$ cat config.mk
export PLATFORM = sky130hd
export DESIGN_NAME = touch_coordinate_mapper_top_flat
export DESIGN_NICKNAME = d
export VERILOG_FILES = /design/src/rtl/tmc_pkg.sv /design/src/rtl/tmc_stream_if.sv /design/src/rtl/tmc_div.sv /design/src/rtl/touch_coordinate_mapper_top.sv /design/src/flat_wrapper.sv
export SDC_FILE = /design/constraint.sdc
export NUM_CORES = 1
export LEC_CHECK = 0
export ABC_AREA = 1
export BUFFER_PORTS_ARGS = -buffer_cell sky130_fd_sc_hd__buf_2
export CAP_MARGIN = 20
export CORE_UTILIZATION = 44
export DETAILED_ROUTE_END_ITERATION = 16
export SYNTH_ARGS = -nofsm -noshare
export SYNTH_HDL_FRONTEND = slang
export SYNTH_SLANG_ARGS = --single-unit
$ cat constraint.sdc
create_clock -name clk -period 8.85 [get_ports clk]
set_input_delay 1.77 -clock clk [delete_from_list [all_inputs] [get_ports clk]]
set_output_delay 1.77 -clock clk [all_outputs]
set_load 0.02 [all_outputs]
$ cat src/rtl/tmc_pkg.sv
// Shared types and constants of the touch coordinate mapper.
// No dependencies; every other file of the block imports this package.
package tmc_pkg;

	localparam int RAW_W      = 12;
	localparam int PROD_W     = 2 * RAW_W;
	localparam int X_W        = 9;
	localparam int Y_W        = 8;
	localparam int CFG_IDX_W  = 3;
	localparam int CFG_DATA_W = 12;

	localparam logic [CFG_IDX_W-1:0] REG_SWAP_AXES    = 3'd0;
	localparam logic [CFG_IDX_W-1:0] REG_MIRROR_X     = 3'd1;
	localparam logic [CFG_IDX_W-1:0] REG_MIRROR_Y     = 3'd2;
	localparam logic [CFG_IDX_W-1:0] REG_SCALE_ENABLE = 3'd3;
	localparam logic [CFG_IDX_W-1:0] REG_CAL_X_MIN    = 3'd4;
	localparam logic [CFG_IDX_W-1:0] REG_CAL_X_MAX    = 3'd5;
	localparam logic [CFG_IDX_W-1:0] REG_CAL_Y_MIN    = 3'd6;
	localparam logic [CFG_IDX_W-1:0] REG_CAL_Y_MAX    = 3'd7;

	localparam logic [RAW_W-1:0] CAL_MAX_RESET = 12'd4095;

	typedef struct packed {
		logic              start;
		logic [PROD_W-1:0] dividend;
		logic [RAW_W-1:0]  divisor;
	} div_req_t;

	typedef struct packed {
		logic              done;
		logic [PROD_W-1:0] quotient;
	} div_rsp_t;

endpackage

$ cat src/rtl/tmc_stream_if.sv
// Valid/ready channels of the touch coordinate mapper: poll input and point output.
// Depends on tmc_pkg for field widths.
interface tmc_in_if;
	import tmc_pkg::*;

	logic             valid;
	logic             ready;
	logic             edge_seen;
	logic             line_low;
	logic             touch_valid;
	logic [RAW_W-1:0] raw_x;
	logic [RAW_W-1:0] raw_y;

	modport source (output valid, output edge_seen, output line_low, output touch_valid,
		output raw_x, output raw_y, input ready);
	modport sink (input valid, input edge_seen, input line_low, input touch_valid,
		input raw_x, input raw_y, output ready);
endinterface

interface tmc_out_if;
	import tmc_pkg::*;

	logic           valid;
	logic           ready;
	logic           touch_pressed;
	logic [X_W-1:0] point_x;
	logic [Y_W-1:0] point_y;

	modport source (output valid, output touch_pressed, output point_x, output point_y,
		input ready);
	modport sink (input valid, input touch_pressed, input point_x, input point_y,
		output ready);
endinterface

$ cat src/rtl/tmc_div.sv
// Iterative restoring divider, one quotient bit per cycle, unsigned operands.
// Depends on tmc_pkg for div_req_t and div_rsp_t.
module tmc_div (
	input  logic              clk,
	input  logic              arst_n,
	input  tmc_pkg::div_req_t req,
	output tmc_pkg::div_rsp_t rsp
);
	import tmc_pkg::*;

	localparam int CNT_W = $clog2(PROD_W);

	logic              busy_q;
	logic              done_q;
	logic [CNT_W-1:0]  cnt_q;
	logic [RAW_W-1:0]  rem_q;
	logic [RAW_W-1:0]  dsr_q;
	logic [PROD_W-1:0] quo_q;
	logic [RAW_W:0]    shifted;
	logic [RAW_W:0]    diff;
	logic              ge;

	assign shifted = {rem_q, quo_q[PROD_W-1]};
	assign ge      = shifted >= {1'b0, dsr_q};
	assign diff    = shifted - {1'b0, dsr_q};

	always_ff @(posedge clk or negedge arst_n) begin
		if (!arst_n) begin
			busy_q <= 1'b0;
			done_q <= 1'b0;
			cnt_q  <= '0;
		end else begin
			done_q <= 1'b0;
			if (req.start) begin
				busy_q <= 1'b1;
				cnt_q  <= '0;
			end else if (busy_q) begin
				cnt_q <= cnt_q + 1'b1;
				if (cnt_q == CNT_W'(PROD_W - 1)) begin
					busy_q <= 1'b0;
					done_q <= 1'b1;
				end
			end
		end
	end

	always_ff @(posedge clk) begin
		if (req.start) begin
			rem_q <= '0;
			dsr_q <= req.divisor;
			quo_q <= req.dividend;
		end else if (busy_q) begin
			rem_q <= ge ? diff[RAW_W-1:0] : shifted[RAW_W-1:0];
			quo_q <= {quo_q[PROD_W-2:0], ge};
		end
	end

	assign rsp.done     = done_q;
	assign rsp.quotient = quo_q;

endmodule

$ cat src/rtl/touch_coordinate_mapper_top.sv
// Touch coordinate mapper top level: poll gating, calibration mapping, mirroring.
// Depends on tmc_pkg, tmc_in_if/tmc_out_if and the shared divider tmc_div.
//
//   channel  | dir | handshake          | payload
//   in_ch    | in  | valid/ready        | edge_seen, line_low, touch_valid, raw_x, raw_y
//   out_ch   | out | valid/ready        | touch_pressed, point_x, point_y
//   cfg      | in  | cfg_we             | cfg_idx, cfg_data
//
// Scaled and pressed: each of the two axes passes through a multiply state, a load
// state and the one shared 24-bit divider.
// Unscaled or released: the transaction goes from idle straight to the output state.
// Reset clears configuration to its defaults and the pressed flag to released.
// in_ch.ready is low while a transaction is in progress; a result waiting on a
// stalled out_ch does not block the next accept, only the next result load.
module touch_coordinate_mapper_top #(
	parameter int SCREEN_WIDTH  = 320,
	parameter int SCREEN_HEIGHT = 240
) (
	input  logic                             clk,
	input  logic                             arst_n,
	tmc_in_if.sink                           in_ch,
	tmc_out_if.source                        out_ch,
	input  logic                             cfg_we,
	input  logic [tmc_pkg::CFG_IDX_W-1:0]    cfg_idx,
	input  logic [tmc_pkg::CFG_DATA_W-1:0]   cfg_data
);
	import tmc_pkg::*;

	localparam logic [RAW_W-1:0] TOP_X = RAW_W'(SCREEN_WIDTH - 1);
	localparam logic [RAW_W-1:0] TOP_Y = RAW_W'(SCREEN_HEIGHT - 1);

	localparam logic [2:0] S_IDLE = 3'd0;
	localparam logic [2:0] S_MUL  = 3'd1;
	localparam logic [2:0] S_LOAD = 3'd2;
	localparam logic [2:0] S_DIV  = 3'd3;
	localparam logic [2:0] S_OUT  = 3'd4;

	logic [2:0]        state_q;
	logic              axis_q;
	logic [RAW_W-1:0]  a_q;
	logic [RAW_W-1:0]  b_q;
	logic [RAW_W-1:0]  xr_q;
	logic [RAW_W-1:0]  yr_q;
	logic              pressed_q;
	logic              was_pressed_q;
	logic [PROD_W-1:0] prod_q;
	logic [RAW_W-1:0]  den_abs_q;
	logic              zero_q;

	logic              swap_axes_q;
	logic              mirror_x_q;
	logic              mirror_y_q;
	logic              scale_enable_q;
	logic [RAW_W-1:0]  cal_x_min_q;
	logic [RAW_W-1:0]  cal_x_max_q;
	logic [RAW_W-1:0]  cal_y_min_q;
	logic [RAW_W-1:0]  cal_y_max_q;

	logic              out_valid_q;
	logic              out_pressed_q;
	logic [X_W-1:0]    out_x_q;
	logic [Y_W-1:0]    out_y_q;

	logic              accept;
	logic              pressed;
	logic [RAW_W-1:0]  sw_a;
	logic [RAW_W-1:0]  sw_b;
	logic [RAW_W-1:0]  sel_raw;
	logic [RAW_W-1:0]  sel_lo;
	logic [RAW_W-1:0]  sel_hi;
	logic [RAW_W-1:0]  sel_top;
	logic [RAW_W:0]    num;
	logic [RAW_W:0]    den;
	logic [RAW_W-1:0]  num_abs;
	logic [RAW_W-1:0]  den_abs;
	logic [RAW_W-1:0]  clamp_res;
	logic [RAW_W-1:0]  mir_x;
	logic [RAW_W-1:0]  mir_y;
	logic              out_load;

	div_req_t div_req;
	div_rsp_t div_rsp;

	tmc_div u_div (
		.clk    (clk),
		.arst_n (arst_n),
		.req    (div_req),
		.rsp    (div_rsp)
	);

	assign in_ch.ready = (state_q == S_IDLE);
	assign accept      = in_ch.valid && in_ch.ready;
	assign pressed     = (in_ch.edge_seen || in_ch.line_low || was_pressed_q) &&
		in_ch.touch_valid;
	assign sw_a        = swap_axes_q ? in_ch.raw_y : in_ch.raw_x;
	assign sw_b        = swap_axes_q ? in_ch.raw_x : in_ch.raw_y;

	assign sel_raw = axis_q ? b_q : a_q;
	assign sel_lo  = axis_q ? cal_y_min_q : cal_x_min_q;
	assign sel_hi  = axis_q ? cal_y_max_q : cal_x_max_q;
	assign sel_top = axis_q ? TOP_Y : TOP_X;
	assign num     = {1'b0, sel_raw} - {1'b0, sel_lo};
	assign den     = {1'b0, sel_hi} - {1'b0, sel_lo};
	assign num_abs = num[RAW_W] ? RAW_W'(-num) : num[RAW_W-1:0];
	assign den_abs = den[RAW_W] ? RAW_W'(-den) : den[RAW_W-1:0];

	assign clamp_res = zero_q ? '0 :
		(div_rsp.quotient > {{(PROD_W-RAW_W){1'b0}}, sel_top}) ? sel_top :
		div_rsp.quotient[RAW_W-1:0];

	assign div_req.start    = (state_q == S_LOAD);
	assign div_req.dividend = prod_q;
	assign div_req.divisor  = den_abs_q;

	assign mir_x    = mirror_x_q ? TOP_X - xr_q : xr_q;
	assign mir_y    = mirror_y_q ? TOP_Y - yr_q : yr_q;
	assign out_load = (state_q == S_OUT) && (!out_valid_q || out_ch.ready);

	always_ff @(posedge clk or negedge arst_n) begin
		if (!arst_n) begin
			swap_axes_q    <= 1'b0;
			mirror_x_q     <= 1'b0;
			mirror_y_q     <= 1'b0;
			scale_enable_q <= 1'b0;
			cal_x_min_q    <= '0;
			cal_x_max_q    <= CAL_MAX_RESET;
			cal_y_min_q    <= '0;
			cal_y_max_q    <= CAL_MAX_RESET;
		end else if (cfg_we) begin
			unique case (cfg_idx)
				REG_SWAP_AXES:    swap_axes_q    <= cfg_data[0];
				REG_MIRROR_X:     mirror_x_q     <= cfg_data[0];
				REG_MIRROR_Y:     mirror_y_q     <= cfg_data[0];
				REG_SCALE_ENABLE: scale_enable_q <= cfg_data[0];
				REG_CAL_X_MIN:    cal_x_min_q    <= cfg_data[RAW_W-1:0];
				REG_CAL_X_MAX:    cal_x_max_q    <= cfg_data[RAW_W-1:0];
				REG_CAL_Y_MIN:    cal_y_min_q    <= cfg_data[RAW_W-1:0];
				REG_CAL_Y_MAX:    cal_y_max_q    <= cfg_data[RAW_W-1:0];
				default: ;
			endcase
		end
	end

	always_ff @(posedge clk or negedge arst_n) begin
		if (!arst_n) begin
			state_q       <= S_IDLE;
			axis_q        <= 1'b0;
			pressed_q     <= 1'b0;
			was_pressed_q <= 1'b0;
			out_valid_q   <= 1'b0;
		end else begin
			if (out_load) begin
				out_valid_q <= 1'b1;
			end else if (out_ch.ready) begin
				out_valid_q <= 1'b0;
			end
			unique case (state_q)
				S_IDLE: begin
					if (accept) begin
						pressed_q <= pressed;
						axis_q    <= 1'b0;
						if (in_ch.edge_seen || in_ch.line_low || was_pressed_q) begin
							was_pressed_q <= in_ch.touch_valid;
						end
						state_q <= (pressed && scale_enable_q) ? S_MUL : S_OUT;
					end
				end
				S_MUL:  state_q <= S_LOAD;
				S_LOAD: state_q <= S_DIV;
				S_DIV: begin
					if (div_rsp.done) begin
						axis_q  <= 1'b1;
						state_q <= axis_q ? S_OUT : S_MUL;
					end
				end
				S_OUT: begin
					if (out_load) begin
						state_q <= S_IDLE;
					end
				end
				default: state_q <= S_IDLE;
			endcase
		end
	end

	always_ff @(posedge clk) begin
		if (accept) begin
			a_q  <= sw_a;
			b_q  <= sw_b;
			xr_q <= (sw_a > TOP_X) ? TOP_X : sw_a;
			yr_q <= (sw_b > TOP_Y) ? TOP_Y : sw_b;
		end
		if (state_q == S_MUL) begin
			prod_q    <= PROD_W'(num_abs) * PROD_W'(sel_top);
			den_abs_q <= den_abs;
			zero_q    <= (den == '0) || (num[RAW_W] != den[RAW_W]);
		end
		if ((state_q == S_DIV) && div_rsp.done) begin
			if (axis_q) begin
				yr_q <= clamp_res;
			end else begin
				xr_q <= clamp_res;
			end
		end
		if (out_load) begin
			out_pressed_q <= pressed_q;
			out_x_q       <= pressed_q ? mir_x[X_W-1:0] : '0;
			out_y_q       <= pressed_q ? mir_y[Y_W-1:0] : '0;
		end
	end

	assign out_ch.valid         = out_valid_q;
	assign out_ch.touch_pressed = out_pressed_q;
	assign out_ch.point_x       = out_x_q;
	assign out_ch.point_y       = out_y_q;

`ifndef SYNTHESIS
	a_busy_after_accept: assert property (@(posedge clk) disable iff (!arst_n)
		accept |=> !in_ch.ready)
		else $error("input accepted while a transaction was in progress");

	a_div_done_in_div: assert property (@(posedge clk) disable iff (!arst_n)
		div_rsp.done |-> state_q == S_DIV)
		else $error("divider finished outside the divide state");

	a_load_from_out: assert property (@(posedge clk) disable iff (!arst_n)
		$rose(out_valid_q) |-> $past(state_q) == S_OUT)
		else $error("result loaded outside the output state");

	a_released_zero: assert property (@(posedge clk) disable iff (!arst_n)
		out_valid_q && !out_pressed_q |-> out_x_q == '0 && out_y_q == '0)
		else $error("released result carries a nonzero point");
`endif

endmodule
$ cat src/flat_wrapper.sv
// flat-port wrapper written by rule: the top's interface ports become plain ports
module touch_coordinate_mapper_top_flat import tmc_pkg::*;
#(
	parameter int SCREEN_WIDTH  = 320,
	parameter int SCREEN_HEIGHT = 240
)
  (clk, arst_n, cfg_we, cfg_idx, cfg_data, in_ch_valid, in_ch_edge_seen, in_ch_line_low, in_ch_touch_valid, in_ch_raw_x, in_ch_raw_y, in_ch_ready, out_ch_valid, out_ch_touch_pressed, out_ch_point_x, out_ch_point_y, out_ch_ready);
  tmc_in_if in_ch_i ();
  tmc_out_if out_ch_i ();
  input  logic clk;
  input  logic arst_n;
  input  logic cfg_we;
  input  logic [tmc_pkg::CFG_IDX_W-1:0] cfg_idx;
  input  logic [tmc_pkg::CFG_DATA_W-1:0] cfg_data;
  input wire logic [$bits(in_ch_i.valid)-1:0] in_ch_valid;
  input wire logic [$bits(in_ch_i.edge_seen)-1:0] in_ch_edge_seen;
  input wire logic [$bits(in_ch_i.line_low)-1:0] in_ch_line_low;
  input wire logic [$bits(in_ch_i.touch_valid)-1:0] in_ch_touch_valid;
  input wire logic [$bits(in_ch_i.raw_x)-1:0] in_ch_raw_x;
  input wire logic [$bits(in_ch_i.raw_y)-1:0] in_ch_raw_y;
  output wire logic [$bits(in_ch_i.ready)-1:0] in_ch_ready;
  output wire logic [$bits(out_ch_i.valid)-1:0] out_ch_valid;
  output wire logic [$bits(out_ch_i.touch_pressed)-1:0] out_ch_touch_pressed;
  output wire logic [$bits(out_ch_i.point_x)-1:0] out_ch_point_x;
  output wire logic [$bits(out_ch_i.point_y)-1:0] out_ch_point_y;
  input wire logic [$bits(out_ch_i.ready)-1:0] out_ch_ready;
  assign in_ch_i.valid = in_ch_valid;
  assign in_ch_i.edge_seen = in_ch_edge_seen;
  assign in_ch_i.line_low = in_ch_line_low;
  assign in_ch_i.touch_valid = in_ch_touch_valid;
  assign in_ch_i.raw_x = in_ch_raw_x;
  assign in_ch_i.raw_y = in_ch_raw_y;
  assign in_ch_ready = in_ch_i.ready;
  assign out_ch_valid = out_ch_i.valid;
  assign out_ch_touch_pressed = out_ch_i.touch_pressed;
  assign out_ch_point_x = out_ch_i.point_x;
  assign out_ch_point_y = out_ch_i.point_y;
  assign out_ch_i.ready = out_ch_ready;
  touch_coordinate_mapper_top #(.SCREEN_WIDTH(SCREEN_WIDTH), .SCREEN_HEIGHT(SCREEN_HEIGHT)) u_core (.clk(clk), .arst_n(arst_n), .in_ch(in_ch_i), .out_ch(out_ch_i), .cfg_we(cfg_we), .cfg_idx(cfg_idx), .cfg_data(cfg_data));
endmodule
==> flow_summary.rst <==
.. list-table::
   :header-rows: 1

   * - Metric
     - Value
   * - Post-synthesis sequential area ratio
     - 40.1%
   * - Slowest cell on the critical path
     - sky130_fd_sc_hd__fa_1
   * - Worst endpoint required time
     - 9.10 ns
   * - Worst skew pair latency
     - around 0.52 ns
   * - Post-detailed-route via-to-cell ratio
     - 5.07
   * - Met2 track demand over resource
     - 32.9%
   * - Met1 track utilization from global routing
     - around a quarter
   * - Number of placed I/O pins
     - 67
   * - Critical Path AT
     - 7.50 ns
   * - Number of synthesized register bits
     - 209
   * - Proportion of synthesized flip-flops having asynchronous set or reset
     - 31.6%
   * - Area after DPL
     - 14,900 sq um
   * - Area share of xor/xnor cells in the synthesized design
     - about 4.2%
   * - Total Die Area
     - 32,900 sq um
   * - Total of buffers placed on input and output ports
     - between 60 and 70
   * - Clock Sinks
     - 209
   * - Fin util
     - 49.5%
   * - Critical path startpoint category
     - flip-flop
   * - Outcome
     - complete, no violations
   * - Layout Skew
     - 0.0178 ns
   * - Floorplan die height
     - 182 microns
   * - Max Buffers Root-to-Sink
     - 3
   * - Detail Placement HPWL
     - 25,000 microns
   * - Maximum number of pins on one net before global-route repair
     - between 60 and 70
   * - Most frequent cell on the critical path
     - sky130_fd_sc_hd__fa_1
   * - Summed instance area of the synthesized netlist
     - 14,200 sq um
   * - Residual overflow from global routing
     - 0
   * - Clock input transition at the sequential cells of the worst setup and hold paths
     - approximately 0.060 ns
   * - Post-layout nets
     - 1,917
   * - Worst path bufs/invs
     - 6
   * - Site Rows
     - 65
   * - Hold-fix buffers, CTS
     - 0
   * - Hold Vio Cnt, Final
     - 0
   * - Layout cells sized above 1
     - 10.6%
   * - Area share of fa/ha/maj cells after synthesis
     - 17.4%
   * - Share of the synthesized area in compound gates (AO/OA/AOI/OAI)
     - around a tenth
   * - Synth Area in Simple Gates
     - 18.5%
   * - Maximum capacitance violations
     - 0
   * - Cells after synthesis
     - between 1,500 and 2,000
   * - Average wire per standard cell
     - 14.9 microns
   * - Placeable core region
     - 31,600 sq um
   * - Setup TNS Final
     - 0 ns
   * - Detailed-route DRC error count
     - 0
   * - Number of antenna violations at the first check in global routing
     - 0
   * - Diodes inserted
     - 0
   * - Number of flops mapped to enable cells by yosys
     - roughly 110
   * - Number of buffers inserted to repair setup after CTS
     - 0
   * - Worst-Margin Slew
     - approximately 1 ns
   * - Worst slew margin relative to its limit
     - 32.5%
   * - Worst setup slack for register-to-register paths
     - 1.60 ns
   * - Setup repair after global routing missed its margin
     - no
   * - Worst min-delay path class
     - reg -> reg
   * - Ranking of synthesized cells by area
     - sky130_fd_sc_hd__edfxtp_1 (24%), sky130_fd_sc_hd__nand2_1 (11%), sky130_fd_sc_hd__ha_1 (9.1%)
   * - Drt first pass iters
     - 5
   * - Final slew viol count
     - 0
   * - Die Span X
     - 182 microns
   * - H-tree depth
     - 1
   * - CTS root buf
     - sky130_fd_sc_hd__clkbuf_16
   * - CP endpoint kind
     - flip-flop
   * - Portion of netlist area occupied by mux cells
     - 0.988%
   * - Total routing usage reported by global routing
     - 19.5%
   * - Dominant combinational cell family by area after synthesis
     - simple AND/OR/NAND/NOR gates
   * - Number of vias in the routed layout
     - around 11,000
   * - Setup-failing EPs final
     - 0
   * - Unique masters post-synth
     - 54
   * - Largest delay contributor family on the critical path
     - adder cells
   * - Max stage delay on crit path
     - 0.54 ns
   * - Most used routing layer in global routing
     - met2
   * - Routability cong.
     - between 0.8 and 0.9
   * - Minimum period implied by the final worst setup slack
     - 7.25 ns
   * - Synth Area per Inst
     - ~8.6 sq um
   * - Effective utilization at floorplan
     - 44.8%
   * - Wire length of the first global-routing pass
     - 51,400 microns
   * - Fraction of post-synthesis cell area in the top cell type by area
     - around 24%
   * - TritonCTS clock tree
     - done
   * - Synthesis Warnings
     - 0
   * - Peak Freq
     - between 0.1 and 0.15 GHz
   * - Layout overhead on the synthesized area
     - 10.4%
   * - Global routing met3 resource utilization
     - 1.97%
   * - Via count of the first global-routing pass
     - 10,185
   * - Cell area after layout
     - approximately 16,000 sq um
   * - Cell taking the most area after synthesis
     - sky130_fd_sc_hd__edfxtp_1
   * - Fill cells
     - 2,950
   * - Critical-path maximum fanout
     - 37
   * - Category of the most critical setup path
     - reg -> reg
   * - Resized Gates After CTS
     - 0
   * - Ys flop type
     - sky130_fd_sc_hd__edfxtp_1
   * - Final worst path period share
     - around four fifths
   * - Routed wire length
     - 31,800 microns
   * - DRT antenna net count
     - 0
   * - Iteration-0 DRC Markers
     - 705
   * - Number of CTS-inserted buffers
     - 22
-- per-layer routing --
| metal | up-vias | share of wire, % | wire length, microns |
|---|---|---|---|
| met1 | 5071 | 48 | 15100 |
| li1 | 5468 | - | - |
| met3 | 46 | 3.4 | 1090 |
| met5 | - | 0 | 0 |
| met4 | 0 | 2.0 | 650 |
| met2 | 197 | 47 | 14900 |
-- final cells by class --
class / count / area (sq um) / share of cell area [%]
multi-input combinational: 1133 / 7320 / 46.8
sequential: 209 / 5690 / 36.3
inverter: 267 / 1000 / 6.40
clock buffer: 27 / 591 / 3.77
tap: 402 / 503 / 3.21
timing repair buffer: 75 / 410 / 2.62
clock inverter: 13 / 143 / 0.911
-- per-stage QoR --
stage	std cells	hold slack, ns	worst slack, ns
floorplan	1656	0.400	1.87
global placement	2085	0.402	1.75
detailed placement	2085	0.406	1.59
CTS	2125	0.419	1.55
global route	2126	0.427	1.06
finish	2126	0.419	1.60
-- logic make-up after synthesis --
group / after synthesis
adders and majority gates: 162
xor gates and xnor gates: 61
and+or+nand+nor: 629
AOI/OAI and AO/OA: 265
DFF: 209
other: 1
buffers and inverters: 314
muxes: 14
-- cell usage in the layout (no fill, tap or decap), drive strengths merged, types with 3 or more instances in the layout --
master,netlist,final
dfxtp,29,29
bufinv,0,3
o21ai,157,157
nor3,21,21
a21boi,3,3
a31oi,7,7
a21oi,56,56
dfrtp,42,42
edfxtp,114,114
o211ai,10,10
clkbuf,35,27
xnor2,24,24
a211oi,3,3
o22ai,11,11
nand3,53,53
inv,266,267
clkinv,1,8
nor2,102,102
o21bai,8,8
nor4,7,7
nand3b,4,4
fa,59,59
nand2,423,423
dfstp,24,24
buf,12,75
nand4,10,10
xor2,37,37
ha,103,103
or2,7,7
mux2i,14,14
a21o,3,3
-- cells in the mapped netlist (4+ instances only) --
master / count
sky130_fd_sc_hd__o21ai_1: 9
sky130_fd_sc_hd__nand2_4: 4
sky130_fd_sc_hd__xor2_1: 32
sky130_fd_sc_hd__or2_2: 5
sky130_fd_sc_hd__o211ai_1: 10
sky130_fd_sc_hd__a21oi_1: 55
sky130_fd_sc_hd__inv_2: 10
sky130_fd_sc_hd__a31oi_1: 7
sky130_fd_sc_hd__mux2i_1: 14
sky130_fd_sc_hd__xnor2_1: 23
sky130_fd_sc_hd__inv_1: 256
sky130_fd_sc_hd__nand4_1: 10
sky130_fd_sc_hd__nor2_2: 5
sky130_fd_sc_hd__nand3_1: 52
sky130_fd_sc_hd__nand2_1: 408
sky130_fd_sc_hd__nand3b_1: 4
sky130_fd_sc_hd__buf_2: 7
sky130_fd_sc_hd__clkbuf_1: 35
sky130_fd_sc_hd__nand2_2: 11
sky130_fd_sc_hd__dfstp_2: 24
sky130_fd_sc_hd__buf_1: 4
sky130_fd_sc_hd__nor4_1: 7
sky130_fd_sc_hd__dfxtp_1: 29
sky130_fd_sc_hd__o21ai_0: 146
sky130_fd_sc_hd__nor3_1: 21
sky130_fd_sc_hd__o21bai_1: 8
sky130_fd_sc_hd__dfrtp_1: 42
sky130_fd_sc_hd__ha_1: 103
sky130_fd_sc_hd__nor2_1: 97
sky130_fd_sc_hd__o22ai_1: 11
sky130_fd_sc_hd__edfxtp_1: 114
sky130_fd_sc_hd__fa_1: 59
-- flip-flops by register name, indices dropped and copies added (netlist names), 3 cells and up --
name,count
u_core.state_q,3
u_core.prod_q,23
u_core.u_div.quo_q,24
u_core.cal_y_max_q,12
u_core.u_div.dsr_q,12
u_core.u_div.rem_q,12
u_core.out_ch.point_x,9
u_core.den_abs_q,12
u_core.b_q,12
u_core.cal_x_max_q,12
u_core.yr_q,8
u_core.xr_q,9
u_core.cal_x_min_q,12
u_core.out_ch.point_y,8
u_core.u_div.cnt_q,5
u_core.a_q,12
u_core.cal_y_min_q,12
-- worst paths after layout --
path                                      from                      to  depth (start not counted)
setup / recovery                 u_core.axis_q       u_core.prod_q[18]                         31
hold / removal             u_core.den_abs_q[1]   u_core.u_div.dsr_q[1]                          0
setup reg to reg                 u_core.axis_q       u_core.prod_q[18]                         31
hold reg to reg            u_core.den_abs_q[1]   u_core.u_div.dsr_q[1]                          0
max in group asynchronous               arst_n  u_core.cal_x_min_q[11]                          2
min in group asynchronous               arst_n   u_core.u_div.cnt_q[3]                          2
Power is not shown: default switching activity piles up to over one toggle a cycle in this logic, so the estimate is an artifact.
